--- src/hw/rtl/rtsp_pkg.sv ---
package rtsp_pkg;

    // width of the bulk length limit register
    localparam int MAX_LEN_W = 30;

    // results one byte may cause, and result queue depth
    localparam int PUSH_MAX = 3;
    localparam int QUEUE_DEPTH = 4;
    localparam int COUNT_W = 3;

    typedef enum logic [2:0] {
        KIND_SIMPLE     = 3'd0,
        KIND_ERROR      = 3'd1,
        KIND_INTEGER    = 3'd2,
        KIND_BULK       = 3'd3,
        KIND_NULL       = 3'd4,
        KIND_INCOMPLETE = 3'd5,
        KIND_BAD_LENGTH = 3'd6
    } t_kind;

    typedef enum logic [2:0] {
        PH_IDLE    = 3'd0,
        PH_LINE    = 3'd1,
        PH_LEN     = 3'd2,
        PH_BULK    = 3'd3,
        PH_TRAILER = 3'd4,
        PH_DROP    = 3'd5
    } t_phase;

    typedef struct packed {
        t_kind      kind;
        logic [7:0] out_byte;
        logic       byte_valid;
        logic       token_end;
        logic       last;
    } t_result;

    // queue control between the parser and the result queue
    typedef struct packed {
        logic [1:0] push_n;
        logic       pop;
    } t_queue_ctrl;

    localparam logic [7:0] CH_CR     = 8'h0d;
    localparam logic [7:0] CH_LF     = 8'h0a;
    localparam logic [7:0] CH_PLUS   = 8'h2b;
    localparam logic [7:0] CH_MINUS  = 8'h2d;
    localparam logic [7:0] CH_COLON  = 8'h3a;
    localparam logic [7:0] CH_DOLLAR = 8'h24;
    localparam logic [7:0] CH_ZERO   = 8'h30;
    localparam logic [7:0] CH_NINE   = 8'h39;

    localparam logic [1:0] TRAILER_LEN = 2'd2;

endpackage

--- src/hw/rtl/rtsp_in_if.sv ---
interface rtsp_in_if;
    logic       valid;
    logic       ready;
    logic [7:0] data_byte;
    logic       end_of_buffer;

    modport source (output valid, data_byte, end_of_buffer, input ready);
    modport sink (input valid, data_byte, end_of_buffer, output ready);
endinterface

--- src/hw/rtl/rtsp_out_if.sv ---
interface rtsp_out_if;
    import rtsp_pkg::*;

    logic       valid;
    logic       ready;
    t_kind      kind;
    logic [7:0] out_byte;
    logic       byte_valid;
    logic       token_end;
    logic       last;

    modport source (output valid, kind, out_byte, byte_valid, token_end, last, input ready);
    modport sink (input valid, kind, out_byte, byte_valid, token_end, last, output ready);
endinterface

--- src/hw/rtl/rtsp_cfg_if.sv ---
interface rtsp_cfg_if;
    import rtsp_pkg::*;

    logic                 valid;
    logic                 ready;
    logic [MAX_LEN_W-1:0] data;

    modport source (output valid, data, input ready);
    modport sink (input valid, data, output ready);
endinterface

--- src/hw/rtl/rtsp_queue.sv ---
module rtsp_queue (
    input  logic                  i_clk,
    input  logic                  i_rst_n,
    input  rtsp_pkg::t_result     i_push [rtsp_pkg::PUSH_MAX],
    input  rtsp_pkg::t_queue_ctrl i_ctrl,
    output rtsp_pkg::t_result     o_head,
    output logic [rtsp_pkg::COUNT_W-1:0] o_count
);
    import rtsp_pkg::*;

    t_result              r_q [QUEUE_DEPTH];
    t_result              n_q [QUEUE_DEPTH];
    logic [COUNT_W-1:0]   r_count;
    logic [COUNT_W-1:0]   n_count;
    logic [COUNT_W-1:0]   w_base;

    // shift out the head on pop, then append new results behind what is left
    always_comb begin
        logic [COUNT_W-1:0] off;
        w_base = r_count - COUNT_W'(i_ctrl.pop);
        for (int i = 0; i < QUEUE_DEPTH; i++) begin
            if (i_ctrl.pop && (i < QUEUE_DEPTH - 1)) begin
                n_q[i] = r_q[i + 1];
            end else begin
                n_q[i] = r_q[i];
            end
            off = COUNT_W'(i) - w_base;
            if ((COUNT_W'(i) >= w_base) && (off < COUNT_W'(i_ctrl.push_n))) begin
                n_q[i] = i_push[off[1:0]];
            end
        end
        n_count = w_base + COUNT_W'(i_ctrl.push_n);
    end

    always_ff @(posedge i_clk) begin
        r_q <= n_q;
    end

    always_ff @(posedge i_clk) begin
        if (!i_rst_n) begin
            r_count <= '0;
        end else begin
            r_count <= n_count;
        end
    end

    assign o_head  = r_q[0];
    assign o_count = r_count;

endmodule

--- src/hw/rtl/resp_token_stream_parser_core.sv ---
// resp2 token stream parser: takes one protocol byte per transaction, with
// end_of_buffer on the buffer's final byte, and returns tagged content bytes
// and markers (token end, null bulk, incomplete, bad length) on the output
// channel, one result per transaction. the parser state is updated in the
// same cycle a byte is accepted and all results of that byte (up to three)
// go into a four-entry result queue, so a byte is taken every cycle as long
// as the queue holds at most one result; the single result port sets the
// rate, so the results of one byte leave one at a time. the bulk
// length limit is written through the configuration channel, which is always
// ready; write it only while the parser is idle. reset value is 2^29.
module resp_token_stream_parser_core #(
    parameter int LENGTH_BITS = 30
) (
    input  logic              i_clk,
    input  logic              i_rst_n,
    rtsp_in_if.sink           i_in,
    rtsp_out_if.source        o_out,
    rtsp_cfg_if.sink          i_cfg
);
    import rtsp_pkg::*;

    localparam int ACC_W = LENGTH_BITS + 4;
    localparam int CMP_W = 32;
    localparam logic [LENGTH_BITS-1:0] LEN_SAT = '1;
    localparam logic [LENGTH_BITS-1:0] LEN_ONE = LENGTH_BITS'(1);

    // parser state
    t_phase                  r_phase,   n_phase;
    logic [1:0]              r_tkind,   n_tkind;
    logic                    r_cr,      n_cr;
    logic [LENGTH_BITS-1:0]  r_acc,     n_acc;
    logic                    r_neg,     n_neg;
    logic                    r_seen,    n_seen;
    logic                    r_stop,    n_stop;
    logic [1:0]              r_trail,   n_trail;
    logic [MAX_LEN_W-1:0]    r_max_len;

    logic                    w_accept;
    logic [7:0]              w_b;
    logic                    w_is_cr;
    logic                    w_is_lf;
    logic                    w_is_digit;
    logic [3:0]              w_digit;
    logic [ACC_W-1:0]        w_acc_prod;
    logic [LENGTH_BITS-1:0]  w_acc_dig;
    logic                    w_len_null;
    logic                    w_len_bad;
    logic                    w_len_zero;
    t_phase                  w_phase_pre;

    t_result                 w_res [PUSH_MAX];
    logic [1:0]              w_res_n;
    t_queue_ctrl             w_qctrl;
    t_result                 w_head;
    logic [COUNT_W-1:0]      w_count;

    function automatic t_result make_res(t_kind kind, logic [7:0] b, logic valid,
                                         logic tend);
        t_result r;
        r.kind       = kind;
        r.out_byte   = valid ? b : 8'h00;
        r.byte_valid = valid;
        r.token_end  = tend;
        r.last       = 1'b0;
        return r;
    endfunction

    // byte decode
    assign w_accept   = i_in.valid && i_in.ready;
    assign w_b        = i_in.data_byte;
    assign w_is_cr    = (w_b == CH_CR);
    assign w_is_lf    = (w_b == CH_LF);
    assign w_is_digit = (w_b >= CH_ZERO) && (w_b <= CH_NINE);
    assign w_digit    = 4'(w_b - CH_ZERO);

    // decimal accumulate, saturating at all ones
    assign w_acc_prod = (ACC_W'(r_acc) << 3) + (ACC_W'(r_acc) << 1) + ACC_W'(w_digit);
    assign w_acc_dig  = (w_acc_prod > ACC_W'(LEN_SAT)) ? LEN_SAT
                                                       : w_acc_prod[LENGTH_BITS-1:0];

    // length line verdict at its lf; -1 is null, -0 counts as zero
    assign w_len_null = r_seen && r_neg && (r_acc == LEN_ONE);
    assign w_len_bad  = !r_seen || (!w_len_null && ((r_neg && (r_acc != '0)) ||
                        (r_acc == LEN_SAT) || (CMP_W'(r_acc) > CMP_W'(r_max_len))));
    assign w_len_zero = !w_len_bad && !w_len_null && (r_acc == '0);

    // next state
    always_comb begin
        n_phase = r_phase;
        n_tkind = r_tkind;
        n_cr    = r_cr;
        n_acc   = r_acc;
        n_neg   = r_neg;
        n_seen  = r_seen;
        n_stop  = r_stop;
        n_trail = r_trail;

        case (r_phase)
            PH_LINE: begin
                if (r_cr && w_is_lf) begin
                    n_phase = PH_IDLE;
                    n_tkind = '0;
                    n_cr    = 1'b0;
                end else begin
                    n_cr = w_is_cr;
                end
            end
            PH_LEN: begin
                if (r_cr && w_is_lf) begin
                    n_cr   = 1'b0;
                    n_neg  = 1'b0;
                    n_seen = 1'b0;
                    n_stop = 1'b0;
                    if (w_len_null || w_len_bad) begin
                        n_phase = w_len_null ? PH_IDLE : PH_DROP;
                        n_tkind = '0;
                        n_acc   = '0;
                    end else if (w_len_zero) begin
                        n_phase = PH_TRAILER;
                        n_trail = TRAILER_LEN;
                    end else begin
                        n_phase = PH_BULK;
                    end
                end else if (r_cr) begin
                    // a lone cr ends the digit run; whatever follows is ignored
                    n_stop = 1'b1;
                    n_cr   = w_is_cr;
                end else if (w_is_cr) begin
                    n_cr = 1'b1;
                end else if (w_is_digit) begin
                    if (!r_stop) begin
                        n_acc  = w_acc_dig;
                        n_seen = 1'b1;
                    end
                end else if ((w_b == CH_MINUS) && !r_seen && !r_stop && !r_neg) begin
                    n_neg = 1'b1;
                end else begin
                    n_stop = 1'b1;
                end
            end
            PH_BULK: begin
                n_acc = r_acc - LEN_ONE;
                if (r_acc == LEN_ONE) begin
                    n_phase = PH_TRAILER;
                    n_trail = TRAILER_LEN;
                end
            end
            PH_TRAILER: begin
                n_trail = r_trail - 2'd1;
                if (r_trail == 2'd1) begin
                    n_phase = PH_IDLE;
                    n_tkind = '0;
                end
            end
            PH_DROP: begin
                n_phase = PH_DROP;
            end
            default: begin
                n_phase = PH_IDLE;
                n_tkind = '0;
                n_cr    = 1'b0;
                n_acc   = '0;
                n_neg   = 1'b0;
                n_seen  = 1'b0;
                n_stop  = 1'b0;
                n_trail = '0;
                case (w_b)
                    CH_PLUS: begin
                        n_phase = PH_LINE;
                        n_tkind = 2'(KIND_SIMPLE);
                    end
                    CH_MINUS: begin
                        n_phase = PH_LINE;
                        n_tkind = 2'(KIND_ERROR);
                    end
                    CH_COLON: begin
                        n_phase = PH_LINE;
                        n_tkind = 2'(KIND_INTEGER);
                    end
                    CH_DOLLAR: begin
                        n_phase = PH_LEN;
                        n_tkind = 2'(KIND_BULK);
                    end
                    default: begin
                        n_phase = PH_IDLE;
                    end
                endcase
            end
        endcase

        w_phase_pre = n_phase;

        // buffer end returns everything to reset
        if (i_in.end_of_buffer) begin
            n_phase = PH_IDLE;
            n_tkind = '0;
            n_cr    = 1'b0;
            n_acc   = '0;
            n_neg   = 1'b0;
            n_seen  = 1'b0;
            n_stop  = 1'b0;
            n_trail = '0;
        end
    end

    // results of the byte
    always_comb begin
        logic [1:0] idx;
        t_kind      tk;
        idx = 2'd0;
        tk  = t_kind'({1'b0, r_tkind});
        for (int i = 0; i < PUSH_MAX; i++) begin
            w_res[i] = make_res(KIND_SIMPLE, 8'h00, 1'b0, 1'b0);
        end

        case (r_phase)
            PH_LINE: begin
                if (r_cr && w_is_lf) begin
                    w_res[idx] = make_res(tk, 8'h00, 1'b0, 1'b1);
                    idx = idx + 2'd1;
                end else begin
                    if (r_cr) begin
                        // held cr turns out to be content
                        w_res[idx] = make_res(tk, CH_CR, 1'b1, 1'b0);
                        idx = idx + 2'd1;
                    end
                    if (!w_is_cr) begin
                        w_res[idx] = make_res(tk, w_b, 1'b1, 1'b0);
                        idx = idx + 2'd1;
                    end
                end
            end
            PH_LEN: begin
                if (r_cr && w_is_lf) begin
                    if (w_len_null) begin
                        w_res[idx] = make_res(KIND_NULL, 8'h00, 1'b0, 1'b1);
                        idx = idx + 2'd1;
                    end else if (w_len_bad) begin
                        w_res[idx] = make_res(KIND_BAD_LENGTH, 8'h00, 1'b0, 1'b1);
                        idx = idx + 2'd1;
                    end else if (w_len_zero) begin
                        w_res[idx] = make_res(KIND_BULK, 8'h00, 1'b0, 1'b1);
                        idx = idx + 2'd1;
                    end
                end
            end
            PH_BULK: begin
                w_res[idx] = make_res(KIND_BULK, w_b, 1'b1, r_acc == LEN_ONE);
                idx = idx + 2'd1;
            end
            default: begin
                idx = 2'd0;
            end
        endcase

        if (i_in.end_of_buffer && ((w_phase_pre == PH_LINE) || (w_phase_pre == PH_LEN) ||
                                   (w_phase_pre == PH_BULK))) begin
            w_res[idx] = make_res(KIND_INCOMPLETE, 8'h00, 1'b0, 1'b1);
            idx = idx + 2'd1;
        end

        if (idx != 2'd0) begin
            w_res[idx - 2'd1].last = 1'b1;
        end
        w_res_n = idx;
    end

    always_ff @(posedge i_clk) begin
        if (!i_rst_n) begin
            r_phase <= PH_IDLE;
            r_tkind <= '0;
            r_cr    <= 1'b0;
            r_acc   <= '0;
            r_neg   <= 1'b0;
            r_seen  <= 1'b0;
            r_stop  <= 1'b0;
            r_trail <= '0;
        end else if (w_accept) begin
            r_phase <= n_phase;
            r_tkind <= n_tkind;
            r_cr    <= n_cr;
            r_acc   <= n_acc;
            r_neg   <= n_neg;
            r_seen  <= n_seen;
            r_stop  <= n_stop;
            r_trail <= n_trail;
        end
    end

    // bulk length limit register
    always_ff @(posedge i_clk) begin
        if (!i_rst_n) begin
            r_max_len <= MAX_LEN_W'(1) << 29;
        end else if (i_cfg.valid) begin
            r_max_len <= i_cfg.data;
        end
    end
    assign i_cfg.ready = 1'b1;

    // result queue: room for three more results when it holds at most one
    assign w_qctrl.push_n = w_accept ? w_res_n : 2'd0;
    assign w_qctrl.pop    = o_out.valid && o_out.ready;

    rtsp_queue u_queue (
        .i_clk   (i_clk),
        .i_rst_n (i_rst_n),
        .i_push  (w_res),
        .i_ctrl  (w_qctrl),
        .o_head  (w_head),
        .o_count (w_count)
    );

    assign i_in.ready       = (w_count <= COUNT_W'(1));
    assign o_out.valid      = (w_count != '0);
    assign o_out.kind       = w_head.kind;
    assign o_out.out_byte   = w_head.out_byte;
    assign o_out.byte_valid = w_head.byte_valid;
    assign o_out.token_end  = w_head.token_end;
    assign o_out.last       = w_head.last;

endmodule

--- src/flat_wrapper.sv ---
// flat-port wrapper written by rule: the top's interface ports become plain ports
module resp_token_stream_parser_core_flat import rtsp_pkg::*;
#(
    parameter int LENGTH_BITS = 30
)
  (i_clk, i_rst_n, i_in_valid, i_in_data_byte, i_in_end_of_buffer, i_in_ready, o_out_valid, o_out_kind, o_out_out_byte, o_out_byte_valid, o_out_token_end, o_out_last, o_out_ready, i_cfg_valid, i_cfg_data, i_cfg_ready);
  rtsp_in_if i_in_i ();
  rtsp_out_if o_out_i ();
  rtsp_cfg_if i_cfg_i ();
  input  logic i_clk;
  input  logic i_rst_n;
  input wire logic [$bits(i_in_i.valid)-1:0] i_in_valid;
  input wire logic [$bits(i_in_i.data_byte)-1:0] i_in_data_byte;
  input wire logic [$bits(i_in_i.end_of_buffer)-1:0] i_in_end_of_buffer;
  output wire logic [$bits(i_in_i.ready)-1:0] i_in_ready;
  output wire logic [$bits(o_out_i.valid)-1:0] o_out_valid;
  output wire logic [$bits(o_out_i.kind)-1:0] o_out_kind;
  output wire logic [$bits(o_out_i.out_byte)-1:0] o_out_out_byte;
  output wire logic [$bits(o_out_i.byte_valid)-1:0] o_out_byte_valid;
  output wire logic [$bits(o_out_i.token_end)-1:0] o_out_token_end;
  output wire logic [$bits(o_out_i.last)-1:0] o_out_last;
  input wire logic [$bits(o_out_i.ready)-1:0] o_out_ready;
  input wire logic [$bits(i_cfg_i.valid)-1:0] i_cfg_valid;
  input wire logic [$bits(i_cfg_i.data)-1:0] i_cfg_data;
  output wire logic [$bits(i_cfg_i.ready)-1:0] i_cfg_ready;
  assign i_in_i.valid = i_in_valid;
  assign i_in_i.data_byte = i_in_data_byte;
  assign i_in_i.end_of_buffer = i_in_end_of_buffer;
  assign i_in_ready = i_in_i.ready;
  assign o_out_valid = o_out_i.valid;
  assign o_out_kind = o_out_i.kind;
  assign o_out_out_byte = o_out_i.out_byte;
  assign o_out_byte_valid = o_out_i.byte_valid;
  assign o_out_token_end = o_out_i.token_end;
  assign o_out_last = o_out_i.last;
  assign o_out_i.ready = o_out_ready;
  assign i_cfg_i.valid = i_cfg_valid;
  assign i_cfg_i.data = i_cfg_data;
  assign i_cfg_ready = i_cfg_i.ready;
  resp_token_stream_parser_core #(.LENGTH_BITS(LENGTH_BITS)) u_core (.i_clk(i_clk), .i_rst_n(i_rst_n), .i_in(i_in_i), .o_out(o_out_i), .i_cfg(i_cfg_i));
endmodule
--- config.mk ---
export PLATFORM = sky130hd
export DESIGN_NAME = resp_token_stream_parser_core_flat
export DESIGN_NICKNAME = d
export VERILOG_FILES = /design/src/hw/rtl/rtsp_pkg.sv /design/src/hw/rtl/rtsp_in_if.sv /design/src/hw/rtl/rtsp_out_if.sv /design/src/hw/rtl/rtsp_cfg_if.sv /design/src/hw/rtl/rtsp_queue.sv /design/src/hw/rtl/resp_token_stream_parser_core.sv /design/src/flat_wrapper.sv
export SDC_FILE = /design/constraint.sdc
export NUM_CORES = 1
export LEC_CHECK = 0
export BUFFER_PORTS_ARGS = -buffer_cell sky130_fd_sc_hd__buf_4
export CAP_MARGIN = 0
export CELL_PAD_IN_SITES_DETAIL_PLACEMENT = 2
export CELL_PAD_IN_SITES_GLOBAL_PLACEMENT = 2
export CORE_UTILIZATION = 28
export DETAILED_ROUTE_END_ITERATION = 8
export PLACE_DENSITY_LB_ADDON = 0.1
export SKIP_CTS_REPAIR_TIMING = 1
export SLEW_MARGIN = 15
export SYNTH_ARGS = -nofsm -noshare
export SYNTH_HDL_FRONTEND = slang
export SYNTH_SLANG_ARGS = --single-unit
--- constraint.sdc ---
create_clock -name i_clk -period 6.8 [get_ports i_clk]
set_input_delay 0.34 -clock i_clk [delete_from_list [all_inputs] [get_ports i_clk]]
set_output_delay 0.34 -clock i_clk [all_outputs]
set_load 0.02 [all_outputs]
==> out/qor.tcl, run 1 <==
set qor(seq_power_share_pct) 33.7
set qor(hold_slack_ns) 0.143
set qor(synth-main-ff-cell) {dfxtp_1}
set qor(finalCritPeriodShare_pct) 86.5
set qor(ir_drop_mv) 0.174
set qor(avgViaCountPerCell) 5.51
set qor(synth_compound_area_share_pct) 22.2
set qor(worstReg2RegStart) {u_core.r_acc[13]}
set qor(synth.net_count) 1382
set qor(finalWorstPathRequiredPeriod_ns) 5.88
set qor(xor_and_xnor_area_share_after_synthesis_pct) 2.89
set qor(cellLeakagePower_nw) 5.10
set qor(first_global_vias) 10366
set qor(dominant_combinational_cell_family_by_area_after_synthesis) {compound AO/OA/AOI/OAI gates}
set qor(cp.arrival_ns) 5.95
set qor(drive_gt1_share_pct) 10.3
set qor(slew_headroom_pct) 32.6
set qor(synthSimpleGateAreaFrac_pct) 20.4
set qor(asyncSetResetFlopFracSynth_pct) 0
set qor(cts_clk_pin_slew_worst_paths_ns) 0.06
set qor(post_route_insts_no_fill) 1726
set qor(quantity_of_i_o_buffers_inserted_on_ports) 59
set qor(core-area_um2) 35900
set qor(min_from) {i_cfg_data[29]}
set qor(synth.mux.area_fraction_pct) 3.83
set qor(cts-root-to-sink-buffers) 2
set qor(finish.net_count) 1413
set qor(grt_pass1_wl_um) 59900
set qor(setup_ws_ns) 0.921
set qor(numCtsBuffers) 17
set qor(pwr-share-comb_pct) 35.1
set qor(clk_latency_ns) 0.44
set qor(rsz0062_at_grt) {no}
set qor(timing.final.hold_violations) 0
set qor(hpwl_um) 28700
set qor(cts-root-buf) {clkbuf_16}
set qor(mostFrequentLayoutCell) {ha_1}
set qor(fmaxAchievable_ghz) 0.170
set qor(number_of_optimization_iterations_in_the_first_detailed_route_pass) 5
set qor(drt-wirelength-per-cell_um) 21.8
set qor(initial_antenna_violation_count) 0
set qor(cell_accounting_for_the_most_synthesized_area) {edfxtp_1}
set qor(drv.max_cap_violation_count) 0
set qor(switch_share_pct) 36.5
set qor(fin_skew_ns) 0.0169
set qor(switchingPower_mw) 1.28
set qor(die_width_um) 194
set qor(timing_worst_setup_path_type) {reg -> reg}
set qor(crit_path_start_kind) {flop}
set qor(critical_path.endpoint_type) {flop}
set qor(internal_power_mw) 2.22
set qor(setup_violations) 0
set qor(maximum_level_of_the_cts_h_tree) 4
set qor(fp-row-count) 69
set qor(post-route-util_pct) 33.0
set qor(synth_top_cells_by_area) {edfxtp_1 (16%), dfxtp_1 (14%), ha_1 (14%)}
set qor(last_weighted_congestion_value_of_the_routability_driven_placer) 0.810
set qor(reg2reg_depth) 17
set qor(syn-instance-count) 1221
set qor(drc) 0
set qor(leading_cell_types_in_the_layout_fill_and_taps_excluded) {ha_1 (114), nand2_1 (113), o21ai_0 (103)}
set qor(yosysUniqueCellTypes) 72
set qor(die_h_um) 194
set qor(timing_worst_slew_pin_value_ns) 1.00
set qor(numClockSinks) 130
set qor(insertedDiodeCount) 0
set qor(crit_path_end) {u_core.u_queue.o_head[6]}
set qor(initialDrtViolationCount) 336
set qor(synth_top_area_share_pct) 16.3
set qor(globalRouteTotalUtil_pct) 20.6
set qor(syn2layout_area_growth_pct) 14.9
set qor(postRouteAntennaNets) 0
set qor(edff_count_synth) 56
set qor(n_fill_cell) 4096
set qor(postRouteWirelength_um) 37600
set qor(die_ar_um2) 37600
set qor(mappedNetlistArea_um2) 10300
set qor(power_density_over_the_cells_nw_per_um2) 295
set qor(worstSetupStartpoint) {u_core.r_acc[13]}
set qor(routed-via-count) 9506
set qor(status) {complete, no violations}
set qor(power.clock.fraction_pct) 31.2
set qor(grt.overflow.total) 0
set qor(floorplan.io_pins) 61
set qor(count_of_yosys_warnings_during_synthesis) 0
set qor(hold_class) {in -> reg}
set qor(placed_cells) 1694
set qor(synth-seq-area-share_pct) 30.7
set qor(area_used_by_multi_input_combinational_logic_um2) 6590
set qor(synth.ff_latch_count) 130
set qor(start_util_pct) 28.7
set qor(grt_start_max_net_pins) 50
set qor(timing.final.max_slew_violations) 0
set qor(post_synth_fa_ha_maj_area_fraction_pct) 14.4
set qor(worst-path-max-fanout) 14
set qor(cts_tree) {done}
set qor(final.setup.tns_ns) 0
set qor(pre_cts_slack_ns) 0.708
set qor(regArea_um2) 3160
set qor(r2r_slack_ns) 0.92
set qor(worstPathRequired_ns) 6.87
set qor(reg2reg_to) {u_core.u_queue.o_head[6]}
set qor(average_footprint_of_a_synthesized_cell_um2) 8.44
## power by group through the flow
stage / Sequential (mW) / Clock [mW] / Combinational [mW]
floorplan: 1.19 / 0 / 0.825
global placement: 1.19 / 0 / 1.22
detailed placement: 1.20 / 0 / 1.24
CTS: 1.18 / 1.12 / 1.26
global route: 1.20 / 1.15 / 1.37
finish: 1.18 / 1.09 / 1.23
## state kept, by name (all words and copies together), names as in the netlist
name	cells
u_core.r_stop	1
u_core.u_queue.o_head	14
u_core.r_seen	1
u_core.r_neg	1
u_core.r_acc	30
u_core.r_phase	3
u_core.u_queue.o_count	3
u_core.u_queue.r_q	42
u_core.r_cr	1
u_core.r_tkind	2
u_core.r_trail	2
u_core.r_max_len	30
## synth_stat cells, types with 5 or more instances
| cell | count |
|---|---|
| ha_1 | 114 |
| nand2_1 | 113 |
| o21ai_0 | 103 |
| a21oi_1 | 90 |
| nor2_1 | 76 |
| dfxtp_1 | 74 |
| inv_1 | 68 |
| edfxtp_1 | 56 |
| clkbuf_1 | 48 |
| nor2b_1 | 48 |
| mux2i_1 | 35 |
| nand3_1 | 27 |
| nand4_1 | 25 |
| nor3_1 | 24 |
| nor4_1 | 20 |
| xnor2_1 | 20 |
| o211ai_1 | 18 |
| and3_1 | 17 |
| a21o_1 | 15 |
| a32o_1 | 15 |
| xor2_1 | 14 |
| o311ai_0 | 13 |
| and2_1 | 12 |
| buf_4 | 12 |
| nand2b_1 | 11 |
| o21a_1 | 11 |
| a22o_1 | 10 |
| a31oi_1 | 10 |
| or3_1 | 10 |
| a32oi_1 | 9 |
| o31ai_1 | 7 |
| a211oi_1 | 5 |
| o21bai_1 | 5 |
| o22ai_1 | 5 |
| or2_2 | 5 |
| or4_1 | 5 |
## worst min path at each step
stage	end	slack, ns	depth (start not counted)
detailed placement	u_core.r_trail[1]	0.47	2
global placement	u_core.r_trail[1]	0.46	2
global route	u_core.r_max_len[29]	0.13	3
CTS	u_core.r_max_len[29]	0.12	3
floorplan	u_core.r_trail[1]	0.44	2
finish	u_core.r_max_len[29]	0.14	3
## layer usage
layer	track usage, %	wire length (um)	part of all wire [%]
met5	0	0	0
met4	6.35	835	2.2
met2	37.9	19300	51
met3	2.73	646	1.7
met1	24.6	16800	45
## per-stage QoR
stage / total power [mW] / area [um^2]
2_1_floorplan: 2.01 / 10300
5_1_grt: 3.71 / 11900
4_1_cts: 3.56 / 11900
3_5_place_dp: 2.44 / 11200
3_3_place_gp: 2.42 / 11200
6_report: 3.50 / 11900
## area by class of cell
| type | count | area share [%] |
|---|---|---|
| multi-input combinational | 955 | 55.6 |
| sequential | 130 | 26.7 |
| timing repair buffer | 78 | 4.94 |
| tap | 461 | 4.87 |
| clock buffer | 18 | 3.62 |
| inverter | 70 | 2.22 |
| clock inverter | 14 | 2.10 |
## critical path, cell delays in order (launching register included)
cell and delay (ns):
dfxtp_1 0.46, ha_1 0.38, nand4_1 0.19, nor4_1 0.70, and3_1 0.26, a21oi_1 0.09
nor3b_1 0.29, buf_4 0.18, a41oi_1 0.13, buf_4 0.20, inv_1 0.10, ha_1 0.26
nor2b_1 0.18, o21ai_0 0.31, ha_1 0.42, nor2_1 0.05, or4_1 0.72, nand2_1 0.56
## kinds of logic after synthesis
family	count (synthesis)
AND/OR/NAND/NOR	411
AO/OA/AOI/OAI	353
buffers and inverters	136
flip-flops	130
adder cells (fa/ha/maj)	117
multiplexers	39
XOR/XNOR	34
other	1
Note: power is estimated with default switching activity, not from simulation.
==> run 2: changes to the inputs <==
- ABC_AREA: unset -> 1
==> run 2 against run 1 <==
Net effect: synthesized cell count grew 35%; critical endpoint is now u_core.u_queue.r_q[36]; clock power shrank 10%; sequential power grew 4%; highest routed layer unchanged.
==> out/qor.tcl, run 2 <==
set qor(synth_most_common_cell) {nand2_1}
set qor(crit_path_start_kind) {flop}
set qor(initial_antenna_violation_count) 0 ;# unchanged
set qor(registers.top_by_ff_count) {u_core.u_queue.r_q}
set qor(worstReg2RegStart) {u_core.r_acc[29]}
set qor(fmaxAchievable_ghz) 0.175 ;# +3.0%
set qor(worstPathCellList) {ha_1 -> a21o_1 -> nor2_1 -> nand2_1 -> a21oi_1 -> nand2_1 -> nand2_1 -> nand3_1 -> nand2_1 -> nand2_1 -> nand2_1 -> ha_1 -> inv_1 -> nand3_1 -> nand2_1 -> nand2_1 -> ha_1 -> inv_1 -> nor2_1 -> nor4_1 -> inv_1 -> nor2_1 -> nand3_1 -> nand2_1}
set qor(first_global_vias) 12449 ;# +20%
set qor(asyncSetResetFlopFracSynth_pct) 0 ;# unchanged
set qor(cpMostUsedCell) {nand2_1}
set qor(largest_register_ffs) 42 ;# unchanged
set qor(synth.net_count) 1812 ;# +31%
set qor(die_h_um) 202 ;# +4.0%
set qor(drt-wirelength-per-cell_um) 19.5 ;# -11%
set qor(syn2layout_area_growth_pct) 13.0
set qor(slew_headroom_pct) 27.0 ;# -5.7 points
set qor(cellLeakagePower_nw) 6.20 ;# +22%
set qor(mostFrequentLayoutCell) {nand2_1}
set qor(maximum_level_of_the_cts_h_tree) 4 ;# unchanged
set qor(numCtsBuffers) 17 ;# unchanged
set qor(core-area_um2) 39000 ;# +8.6%
set qor(avgViaCountPerCell) 5.04 ;# -8.4%
set qor(finalWorstPathRequiredPeriod_ns) 5.71 ;# -0.174 ns
set qor(grt_pass1_wl_um) 69400 ;# +16%
set qor(numClockSinks) 130 ;# unchanged
set qor(postRouteWirelength_um) 43000 ;# +14%
set qor(edff_count_synth) 56 ;# unchanged
set qor(initialDrtViolationCount) 410 ;# +22%
set qor(top_regs) {u_core.u_queue.r_q (42), u_core.r_acc (30), u_core.r_max_len (30)}
set qor(start_util_pct) 28.6 ;# -0.089 points
set qor(number_of_optimization_iterations_in_the_first_detailed_route_pass) 4 ;# -1
set qor(cts-root-buf) {clkbuf_16}
set qor(die_ar_um2) 40700 ;# +8.2%
set qor(setup_violations) 0 ;# unchanged
set qor(worstSetupStartpoint) {u_core.r_acc[29]}
set qor(count_of_yosys_warnings_during_synthesis) 0 ;# unchanged
set qor(synth-main-ff-cell) {dfxtp_1}
set qor(hold_slack_ns) 0.122 ;# -0.0210 ns
set qor(slowest_library_cell_on_the_worst_path) {nor2_1}
set qor(syn-instance-count) 1651 ;# +35%
set qor(status) {complete, no violations}
set qor(leading_cell_types_in_the_layout_fill_and_taps_excluded) {nand2_1 (510), inv_1 (170), a21oi_1 (144)}
set qor(power_density_over_the_cells_nw_per_um2) 277 ;# -6.1%
set qor(postRouteAntennaNets) 0 ;# unchanged
set qor(drv.max_cap_violation_count) 0 ;# unchanged
set qor(last_weighted_congestion_value_of_the_routability_driven_placer) 0.801 ;# -1.1%
set qor(fin_skew_ns) 0.0205 ;# +0.00360 ns
set qor(finish.net_count) 1836 ;# +30%
set qor(grt.overflow.total) 0 ;# unchanged
set qor(rsz0062_at_grt) {no}
set qor(min_from) {i_cfg_data[29]}
set qor(die_width_um) 202 ;# +4.0%
set qor(synth-seq-area-share_pct) 28.3 ;# -2.3 points
set qor(globalRouteTotalUtil_pct) 22.0 ;# +1.4 points
set qor(routed-via-count) 11127 ;# +17%
set qor(critical_path.endpoint_type) {flop}
set qor(hpwl_um) 35000 ;# +22%
set qor(final.setup.tns_ns) 0 ;# unchanged
set qor(timing_worst_slew_pin_value_ns) 1.09 ;# +0.0903 ns
set qor(insertedDiodeCount) 0 ;# unchanged
set qor(clk_latency_ns) 0.45 ;# about the same
set qor(cts_tree) {done}
set qor(synth_top_area_share_pct) 17.1 ;# +0.84 points
set qor(fp-row-count) 72 ;# +4.3%
set qor(worst-path-max-fanout) 15 ;# +1
set qor(yosysUniqueCellTypes) 62 ;# -14%
set qor(cell_accounting_for_the_most_synthesized_area) {nand2_1}
set qor(timing_worst_setup_path_type) {reg -> reg}
set qor(floorplan.io_pins) 61 ;# unchanged
set qor(quantity_of_i_o_buffers_inserted_on_ports) 59 ;# unchanged
set qor(ir_drop_mv) 0.187 ;# +7.8%
set qor(critPathMaxStageDelay_ns) 0.93 ;# +0.21 ns
set qor(timing.final.max_slew_violations) 0 ;# unchanged
set qor(drc) 0 ;# unchanged
set qor(grt_start_max_net_pins) 50 ;# unchanged
set qor(timing.final.hold_violations) 0 ;# unchanged
set qor(synth_top_cells_by_area) {nand2_1 (17%), edfxtp_1 (15%), dfxtp_1 (13%)}
set qor(cts_clk_pin_slew_worst_paths_ns) 0.07 ;# about the same
set qor(mappedNetlistArea_um2) 11200 ;# +8.3%
set qor(top_post_synthesis_cells_by_count) {nand2_1 (510), inv_1 (170), a21oi_1 (146)}
set qor(hold_class) {in -> reg}
set qor(cts-root-to-sink-buffers) 2 ;# unchanged
set qor(finalCritPeriodShare_pct) 83.9 ;# -2.6 points
set qor(cp.arrival_ns) 6.02 ;# +0.07 ns
set qor(average_footprint_of_a_synthesized_cell_um2) 6.76 ;# -20%
set qor(synth.ff_latch_count) 130 ;# unchanged
set qor(n_fill_cell) 4707 ;# +15%
set qor(worstPathRequired_ns) 7.11 ;# +0.24 ns
set qor(drive_gt1_share_pct) 10.4 ;# +0.091 points
==> run 2: changes by cell type in the layout (fill, tap and decap cells not counted), sizes merged, moves of 26 or more <==
cell and delta:
a21oi +59, nor2 +59, nor2b -48, nand3 +77, inv +118, nand2 +411, o21ai -26, mux2i -35
==> run 2: worst paths after layout <==
kind | end | slack (ns) | depth (start not counted)
worst max-delay path | u_core.u_queue.r_q[36] | 1.09 | 24
worst min-delay path | u_core.r_max_len[29] | 0.12 | 3
worst max register to register | u_core.u_queue.r_q[36] | 1.09 | 24
worst min register to register | u_core.r_trail[1] | 0.46 | 2
==> run 2: logic make-up after synthesis <==
logic type               count (synthesis)  share of synthesized area [%]
AO/OA/AOI/OAI                          273                           13.7
AND/OR/NAND/NOR                        849                           33.0
other                                    1                         0.0336
buffers and inverters                  253                           9.43
XOR/XNOR                                28                           2.20
flip-flops                             130                           28.3
adder cells (fa/ha/maj)                117                           13.3
==> run 2: stage by stage <==
| stage | instances | worst slack (ns) | area (um^2) | utilization [%] | total power [mW] |
|---|---|---|---|---|---|
| 5_1_grt | 2206 | 0.374 | 12600 | 32.3 | 3.74 |
| 2_1_floorplan | 1651 | 2.56 | 11200 | - | 2.11 |
| 3_5_place_dp | 2174 | 0.991 | 12000 | 30.8 | 2.56 |
| 3_3_place_gp | 2174 | 1.22 | 12000 | 30.8 | 2.51 |
| 4_1_cts | 2206 | 0.884 | 12600 | 32.3 | 3.55 |
| 6_report | 2206 | 1.09 | 12600 | 32.3 | 3.50 |
==> run 2: worst max-delay path: cells and delay by family (launching register included) <==
kind / cells / cell delay [ns]
AOI/OAI and AO/OA: 2 / 0.34
adders and majority gates: 3 / 0.98
buffers and inverters: 3 / 0.55
DFF: 1 / 0.65
and+or+nand+nor: 16 / 3.03
==> run 2: where the power goes <==
| part | switching [mW] | internal (mW) | total [mW] |
|---|---|---|---|
| Combinational | 0.939 | 0.355 | 1.29 |
| Sequential | 0.0699 | 1.16 | 1.23 |
| Clock | 0.425 | 0.553 | 0.978 |
| Total | 1.43 | 2.07 | 3.50 |
==> run 2: per-layer routing <==
metal | GRT usage [%] | wire, um | part of all wire, % | vias up
li1 | - | - | - | 5494
met1 | 25.4 | 18600 | 43 | 5478
met2 | 41.6 | 22400 | 52 | 104
met3 | 2.45 | 742 | 1.7 | 51
met4 | 7.66 | 1280 | 3.0 | 0
met5 | 0 | 0 | 0 | -
==> run 2: cell type report <==
cell class | instances | area [um^2] | area share (%)
multi-input cells | 1268 | 6970 | 55.2
clock buffers | 18 | 429 | 3.40
clock inverters | 14 | 170 | 1.35
inverters | 186 | 701 | 5.55
flip-flops and latches | 130 | 3160 | 25.1
repair buffers | 72 | 541 | 4.28
well taps | 518 | 648 | 5.14
